===== src/sia_pkg.sv =====
// shared constants and types for the stream id interval allocator
package sia_pkg;

  localparam int NUM_STREAMS = 64;
  localparam int MAX_ENTRIES = 256;
  localparam int TIME_BITS   = 32;

  localparam int ID_BITS    = 6;
  localparam int FIELD_TIME = 32;
  localparam int TW         = (TIME_BITS < FIELD_TIME) ? TIME_BITS : FIELD_TIME;
  localparam int ADDR_BITS  = (MAX_ENTRIES > 1) ? $clog2(MAX_ENTRIES) : 1;
  localparam int CNT_BITS   = $clog2(MAX_ENTRIES + 1);

  localparam logic [ID_BITS:0]    NUM_STREAMS_W = (ID_BITS + 1)'(NUM_STREAMS);
  localparam logic [ID_BITS-1:0]  LAST_OFF      = ID_BITS'(NUM_STREAMS - 1);
  localparam logic [CNT_BITS-1:0] MAX_COUNT     = CNT_BITS'(MAX_ENTRIES);

  localparam logic [1:0] ST_GRANT  = 2'd0;
  localparam logic [1:0] ST_ORDER  = 2'd1;
  localparam logic [1:0] ST_NOFREE = 2'd2;
  localparam logic [1:0] ST_FULL   = 2'd3;

  typedef struct packed {
    logic [ID_BITS-1:0] stream;
    logic [TW-1:0]      start;
    logic [TW-1:0]      finish;
  } entry_t;

  typedef struct packed {
    logic               clear;
    logic               mark;
    logic [ID_BITS-1:0] mark_idx;
    logic               shift;
  } cell_ctl_t;

endpackage


===== src/sia_cell.sv =====
// one busy cell of the candidate id ring
module sia_cell (
  input  logic                        clk,
  input  sia_pkg::cell_ctl_t          ctl,
  input  logic [sia_pkg::ID_BITS-1:0] cell_pos,
  input  logic                        busy_in,
  output logic                        busy_out
);
  import sia_pkg::*;

  logic busy_r;

  always_ff @(posedge clk) begin
    if (ctl.clear) begin
      busy_r <= 1'b0;
    end else if (ctl.mark && (ctl.mark_idx == cell_pos)) begin
      busy_r <= 1'b1;
    end else if (ctl.shift) begin
      busy_r <= busy_in;
    end
  end

  assign busy_out = busy_r;

endmodule


===== config.mk =====
export PLATFORM = sky130hd
export DESIGN_NAME = sia_cell
export DESIGN_NICKNAME = d
export VERILOG_FILES = /design/src/sia_pkg.sv /design/src/sia_cell.sv
export SDC_FILE = /design/constraint.sdc
export NUM_CORES = 1
export LEC_CHECK = 0
export BUFFER_PORTS_ARGS = -buffer_cell sky130_fd_sc_hd__buf_4
export CAP_MARGIN = 20
export CORE_AREA = 2 2 39 41
export DETAILED_ROUTE_END_ITERATION = 8
export DIE_AREA = 0 0 41 43
export GPL_TIMING_DRIVEN = 0
export SYNTH_ARGS = -nofsm -noshare
export SYNTH_HDL_FRONTEND = slang
export SYNTH_SLANG_ARGS = --single-unit

===== constraint.sdc =====
create_clock -name clk -period 0.8 [get_ports clk]
set_clock_uncertainty 0.1 [all_clocks]
set_input_delay 0 -clock clk [delete_from_list [all_inputs] [get_ports clk]]
set_output_delay 0 -clock clk [all_outputs]
set_load 0.05 [all_outputs]

# Yosys cells after proc, flatten, opt, wreduce, memory -nomap -nowiden
# Cells that the tools add are included.
# op_classes
addsub	0
multipliers	0
n_div	0
magnitude_cmp	0
n_eq_ne	1
shift	0
mux	2
n_bitwise	0
n_reduce_logical	2
# ops
op	n
$eq A6 B6 Y1	1
$mux W1	2
$reduce_bool A2 Y1	1
$logic_and A1 B1 Y1	1
# totals
regBits	1
latch_bits	0
ramBits	0
mem_bits_ro	0
input_bits	17
wordCells	6
memories	0

# Longest topological paths before layout
# Gate-level depths: netlist of run 1.
# depth
word_depth	3
ltp_mapped	3
depth_no_buf	3

# Least setup slack after synthesis of run 1
# No wires, ideal clock.
# synth_path
path_type	flip-flop to flip-flop
startpoint	register busy_out (netlist name)
endpoint	register busy_r, in the netlist busy_out
setup_time_ns	0.073
arrival_ns	0.897
required_time_ns	0.627
setup_slack_ns	-0.270
path_stages_with_launch	3
path_buffers	0
synth_period_minus_slack_ns	1.070
cell_sequence	dfxtp_1 -> mux2i_1 -> o22ai_2
# synth_lines
item	line_no	text
end signal, assigned	sia_cell.sv:19	busy_r <= busy_in;
end, declared	sia_cell.sv:11	logic busy_r;

==> metrics.log, run 1 <==
INFO  metric post_dp_cell_area = 264 sq um
INFO  metric core-area = 1380 sq um
INFO  metric cap_violations = 0
INFO  metric fin_area = 264 sq um
INFO  metric worst_hold_margin = 0.109 ns
INFO  metric synth.lib_cells_used.distinct = 7
INFO  metric power_leakage = 0.115 nW
INFO  metric combinationalPowerShare = 69.3%
INFO  metric post_cts_resize_count = 0
INFO  metric least_margin_pin_slew = 0.159 ns
INFO  metric critical-path-max-stage-delay = 0.31 ns
INFO  metric yosysWarningCount = 0
INFO  metric grt_overflow_total = 0
INFO  metric synthCells = 12
INFO  metric fin_crit = 0.774 ns
INFO  metric final_number_of_max_transition_violations = 0
INFO  metric boundaryPins = 18
INFO  metric routed_wirelength = 296 um
INFO  metric setup_viol = 0
INFO  metric hold_depth = 2
INFO  metric gpl.final_weighted_congestion = 0.544
INFO  metric drt_iter0_drc = 0
INFO  metric min-delay-path-class = input pin to flip-flop
INFO  metric timing.rr.start = busy_out$_SDFFE_PP0P_
INFO  metric grt_antenna_before_repair = 0
INFO  metric vias = 148
INFO  metric mappedNetlistNets = 29
INFO  metric cp.required = 0.58 ns
INFO  metric r2r.worst_path.cells = 2
INFO  metric clock.fmax = 1290 MHz
INFO  metric syn2layout_area_growth = 134%
INFO  metric worstSetupEndpointType = flip-flop
INFO  metric net-switching-power = 0.0430 mW
INFO  metric leading_cell_types_in_the_layout_fill_and_taps_excluded = buf_4, xnor2_1
INFO  metric preCtsSetupSlack = 0.0164 ns
INFO  metric placementRows = 14
INFO  metric vias_per_cell = 3.29
INFO  metric synth.yosys.seq_area_share = 17.8%
INFO  metric route.detailed.wl_per_inst = 6.58 um
INFO  metric rr_endpoint = busy_out$_SDFFE_PP0P_
INFO  metric outcome = finished, final reports clean
INFO  metric internal_power = 0.135 mW
INFO  metric grt_first_pass_wirelength = 414 um
INFO  metric fillers = 157
INFO  metric number_of_global_route_vias_before_repair = 128
INFO  metric synthesis.area = 113 sq um
INFO  metric grt_start_max_net_pins = 3
INFO  metric timing.critical_path.fanout_max = 2
INFO  metric die_width = 41 um
INFO  metric crit_path_cell_trace = mux2i_1 > o22ai_2
INFO  metric multi_input_area = 92.6 sq um
INFO  metric clock_power_share = 0%
INFO  metric antenna_cells = 0
INFO  metric floorplan.die_area = 1760 sq um
INFO  metric buffer_ports.inserted = 17
INFO  metric vdd_drop_max = 0.149 mV
INFO  metric most_frequent_standard_cell_in_the_layout_excluding_fill_and_tap_cells = buf_4
INFO  metric die_height = 43 um
INFO  metric swShare = 24.2%
INFO  metric slowest_stage = dfxtp_4
INFO  metric fin_tns_setup = 0 ns
INFO  metric cts_post_setup_buffers_inserted = 0
INFO  metric largest_register_ff_count = 1
INFO  metric setup_crit_start_kind = flip-flop
INFO  metric power_density = 673 nW/um^2
INFO  metric drc = 0
INFO  metric residual_antenna_violating_net_count_after_detailed_routing = 0
INFO  metric drive_gt1_share = 65.5%
INFO  metric initial_utilization = 8.14%
INFO  metric timing.hold.worst.start = ctl[8]
INFO  metric grt_setup_unrepaired = true
INFO  metric clock_insertion_delay_worst_skew = 0 ns
INFO  metric cts_hold_buffers = 0
INFO  metric worst_slew_margin_rel = 89.1%
INFO  metric min_period_over_period = 96.7%
INFO  metric detailedRoute.firstPassIterationCount = 1
INFO  metric hold_violations_final = 0
INFO  metric synth_area_per_cell = 9.38 sq um
INFO  metric net_total_in_the_final_layout = 48
INFO  metric crit_type = flip-flop to flip-flop
INFO  metric reg2reg_setup_slack = 0.03 ns
INFO  metric final-seq-area = 23.8 sq um
INFO  metric layout_setup_ws = 0.0263 ns
INFO  metric p_seq_share = 30.7%
INFO  metric grt.total_usage = 3.20%
INFO  metric clk_pin_slew = 0 ns
INFO  metric hold_path_end = busy_out$_SDFFE_PP0P_
INFO  metric cp_data_arrival_time = 0.55 ns
INFO  metric yosys_register_bits = 1
[cell type report]
class                      instances  area share (%)
tap                               16            7.58
sequential                         1            9.00
multi-input combinational         11            35.1
timing repair buffer              17            48.3
[worst max path at each step]
stage | from | end | slack (ns) | depth (start not counted)
5_1_grt | busy_out$_SDFFE_PP0P_ | busy_out$_SDFFE_PP0P_ | -0.02 | 2
2_1_floorplan | busy_out$_SDFFE_PP0P_ | busy_out$_SDFFE_PP0P_ | -0.04 | 2
3_5_place_dp | busy_out$_SDFFE_PP0P_ | busy_out$_SDFFE_PP0P_ | 0.02 | 2
6_report | busy_out$_SDFFE_PP0P_ | busy_out$_SDFFE_PP0P_ | 0.03 | 2
3_3_place_gp | busy_out$_SDFFE_PP0P_ | busy_out$_SDFFE_PP0P_ | 0.02 | 2
4_1_cts | busy_out$_SDFFE_PP0P_ | busy_out$_SDFFE_PP0P_ | 0.02 | 2
[cells in the mapped netlist]
cell | count | area, sq um
dfxtp_1 | 1 | 20.0
mux2i_1 | 1 | 10.0
nand3_1 | 1 | 5.00
nand4_1 | 1 | 6.26
nor2b_1 | 1 | 6.26
o22ai_2 | 1 | 12.5
xnor2_1 | 6 | 52.6
[worst max-delay path: cells and delay by family, from the launching register on]
kind           cells  cell delay [ns]
AO/OA/AOI/OAI      1             0.09
multiplexers       1             0.15
flip-flops         1             0.31
[metal layers]
metal | part of all wire (%) | routed length (um) | track usage (%)
met2 | 49 | 145 | 7.19
met5 | 0 | 0 | 0
met4 | 0 | 0 | 0
met1 | 31 | 93 | 2.86
met3 | 19 | 57 | 0
[kinds of logic (layout without fill, tap and decap cells)]
kind of cell	count (synthesis)	count (layout)	share of synthesized area [%]
AOI/OAI and AO/OA	1	1	11.1
xor gates and xnor gates	6	6	46.7
buffers and inverters	0	17	0
DFF	1	1	17.8
muxes	1	1	8.89
and+or+nand+nor	3	3	15.6
[power by group through the flow]
stage | Clock [mW] | Combinational, mW | Sequential (mW)
finish | 0 | 0.123 | 0.0546
global route | 0 | 0.137 | 0.0550
CTS | 0 | 0.126 | 0.0547
detailed placement | 0 | 0.125 | 0.0547
global placement | 0 | 0.124 | 0.0546
floorplan | 0 | 0.0398 | 0.0665
[per-stage QoR]
stage	utilization (%)	instances	power, mW
4_1_cts	19.1	45	0.181
3_3_place_gp	19.1	45	0.179
3_5_place_dp	19.1	45	0.180
6_report	19.1	45	0.178
2_1_floorplan	-	12	0.106
5_1_grt	19.1	45	0.192
Note: power is estimated with default switching activity, not from simulation.
==> run 2, diff against run 1 <==
- CTS_CLUSTER_DIAMETER: default -> 30
- SETUP_SLACK_MARGIN: default -> 0.3
==> run 2 against run 1 <==
Fmax is 0.69% lower. Cell area is 10% higher. Cell count up 4.4%. Sequential cell count is the same. Worst setup slack lost 0.0053 ns. Routed wire length increased by 2.4%. Via count rose by 5.4%. Critical path depth rose by 1. Sequential power barely moved. Combinational power increased by 14%. Sequential share of layout area is 0.82 points lower. Largest cell class unchanged.
==> metrics.log, run 2 (synthesis gave the netlist of run 1 again) <==
INFO  metric gpl.final_weighted_congestion = 0.544
INFO  metric critical-path-max-stage-delay = 0.31 ns
INFO  metric drt_iter0_drc = 0
INFO  metric residual_antenna_violating_net_count_after_detailed_routing = 0
INFO  metric reg2reg_setup_slack = 0.03 ns
INFO  metric drc = 0
INFO  metric least_margin_pin_slew = 0.159 ns
INFO  metric worst_hold_margin = 0.109 ns
INFO  metric swShare = 23.7%
INFO  metric post-layout-total-power = 0.195 mW
INFO  metric core-area = 1380 sq um
INFO  metric final_number_of_max_transition_violations = 0
INFO  metric clock.fmax = 1280 MHz
INFO  metric routed_wirelength = 303 um
INFO  metric net-switching-power = 0.0462 mW
INFO  metric syn2layout_area_growth = 158%
INFO  metric timing.critical_path.fanout_max = 2
INFO  metric floorplan.die_area = 1760 sq um
INFO  metric fin_crit = 0.779 ns
INFO  metric largest_register_ff_count = 1
INFO  metric number_of_global_route_vias_before_repair = 128
INFO  metric worst_slew_margin_rel = 89.1%
INFO  metric initial_utilization = 8.14%
INFO  metric clock_power_share = 0%
INFO  metric grt_met3_usage = 0%
INFO  metric antenna_cells = 0
INFO  metric die_height = 43 um
INFO  metric cp.required = 0.70 ns
INFO  metric met2_usage = 7.19%
INFO  metric slowest_stage = dfxtp_4
INFO  metric cts_hold_buffers = 0
INFO  metric grt_first_pass_wirelength = 414 um
INFO  metric timing.hold.worst.start = ctl[8]
INFO  metric hold_violations_final = 0
INFO  metric r2r.worst_path.cells = 2
INFO  metric boundaryPins = 18
INFO  metric worstSetupEndpointType = output port
INFO  metric outcome = finished, final reports clean
INFO  metric grt_most_used_layer = met2
INFO  metric dpl.cell_count = 45
INFO  metric fin_tns_setup = 0 ns
INFO  metric crit_type = flip-flop to output port
INFO  metric final-seq-area = 23.8 sq um
INFO  metric hold_depth = 2
INFO  metric most_frequent_standard_cell_in_the_layout_excluding_fill_and_tap_cells = buf_4
INFO  metric multi_input_area = 92.6 sq um
INFO  metric grt.total_usage = 3.20%
INFO  metric fillers = 154
INFO  metric vias_per_cell = 3.32
INFO  metric drive_gt1_share = 67.7%
INFO  metric clock_insertion_delay_worst_skew = 0 ns
INFO  metric grt_antenna_before_repair = 0
INFO  metric p_seq_share = 28.0%
INFO  metric net_total_in_the_final_layout = 50
INFO  metric hold_path_end = busy_out$_SDFFE_PP0P_
INFO  metric rr_endpoint = busy_out$_SDFFE_PP0P_
INFO  metric setup_viol = 0
INFO  metric buffer_ports.inserted = 17
INFO  metric setup_crit_start_kind = flip-flop
INFO  metric detailedRoute.firstPassIterationCount = 1
INFO  metric crit_path_cell_trace = buf_4 > buf_6 > buf_8
INFO  metric grtUsageMet1 = 2.86%
INFO  metric grt_setup_unrepaired = true
INFO  metric internal_power = 0.149 mW
INFO  metric finish.cell_count_without_fillers = 47
INFO  metric leading_cell_types_in_the_layout_fill_and_taps_excluded = buf_4, xnor2_1
INFO  metric vias = 156
INFO  metric cp_data_arrival_time = 0.68 ns
INFO  metric min_period_over_period = 97.4%
INFO  metric power_leakage = 0.128 nW
INFO  metric die_width = 41 um
INFO  metric grt_overflow_total = 0
INFO  metric grt_start_max_net_pins = 3
INFO  metric placementRows = 14
INFO  metric clk_pin_slew = 0 ns
INFO  metric cap_violations = 0
INFO  metric combinationalPowerShare = 72.0%
INFO  metric route.detailed.wl_per_inst = 6.45 um
INFO  metric timing.rr.start = busy_out$_SDFFE_PP0P_
INFO  metric min-delay-path-class = input pin to flip-flop
INFO  metric power_density = 671 nW/um^2
INFO  metric vdd_drop_max = 0.153 mV
## run 2: how the worst max path moves through the flow
stage	startpoint	end	slack (ns)
2_1_floorplan	busy_out$_SDFFE_PP0P_	busy_out$_SDFFE_PP0P_	-0.04
3_3_place_gp	busy_out$_SDFFE_PP0P_	busy_out$_SDFFE_PP0P_	0.02
3_5_place_dp	busy_out$_SDFFE_PP0P_	busy_out$_SDFFE_PP0P_	0.02
4_1_cts	busy_out$_SDFFE_PP0P_	busy_out$_SDFFE_PP0P_	0.02
5_1_grt	busy_out$_SDFFE_PP0P_	busy_out$_SDFFE_PP0P_	-0.02
6_report	busy_out$_SDFFE_PP0P_	busy_out	0.02
## run 2: repair_timing
action,4_1_cts,5_1_grt
endpoints found under the setup margin,2,2
gates resized for setup,2,1
setup buffers,1,1
## run 2: critical path, delay by kind of cell (launching register included)
| kind | cells | cell delay [ns] |
|---|---|---|
| buf+inv | 3 | 0.36 |
| flops | 1 | 0.31 |
## run 2: cell type report
| cell class | count | area share, % |
|---|---|---|
| flip-flops and latches | 1 | 8.19 |
| well taps | 16 | 6.90 |
| multi-input cells | 11 | 31.9 |
| repair buffers | 19 | 53.0 |
## run 2: per-layer routing
layer  part of all wire (%)  wire length (um)  up-vias
met5                      0                 0        -
met4                      0                 0        0
met3                     18                54        0
met2                     51               156       13
met1                     31                93       62
li1                       -                 -       81
## run 2: metrics by stage
step	utilization (%)	setup slack (ns)	cell area [sq um]
CTS	20.2	0.0178	279
global placement	19.1	0.0173	264
detailed placement	19.1	0.0164	264
floorplan	-	-0.0399	116
finish	21.0	0.0209	290
global route	21.0	-0.0195	290
## run 2: power by group through the flow
| stage | logic, mW | clock network (mW) | registers [mW] |
|---|---|---|---|
| 5_1_grt | 0.154 | 0 | 0.0548 |
| 4_1_cts | 0.136 | 0 | 0.0546 |
| 6_report | 0.140 | 0 | 0.0545 |
| 3_3_place_gp | 0.124 | 0 | 0.0546 |
| 2_1_floorplan | 0.0398 | 0 | 0.0665 |
| 3_5_place_dp | 0.125 | 0 | 0.0547 |
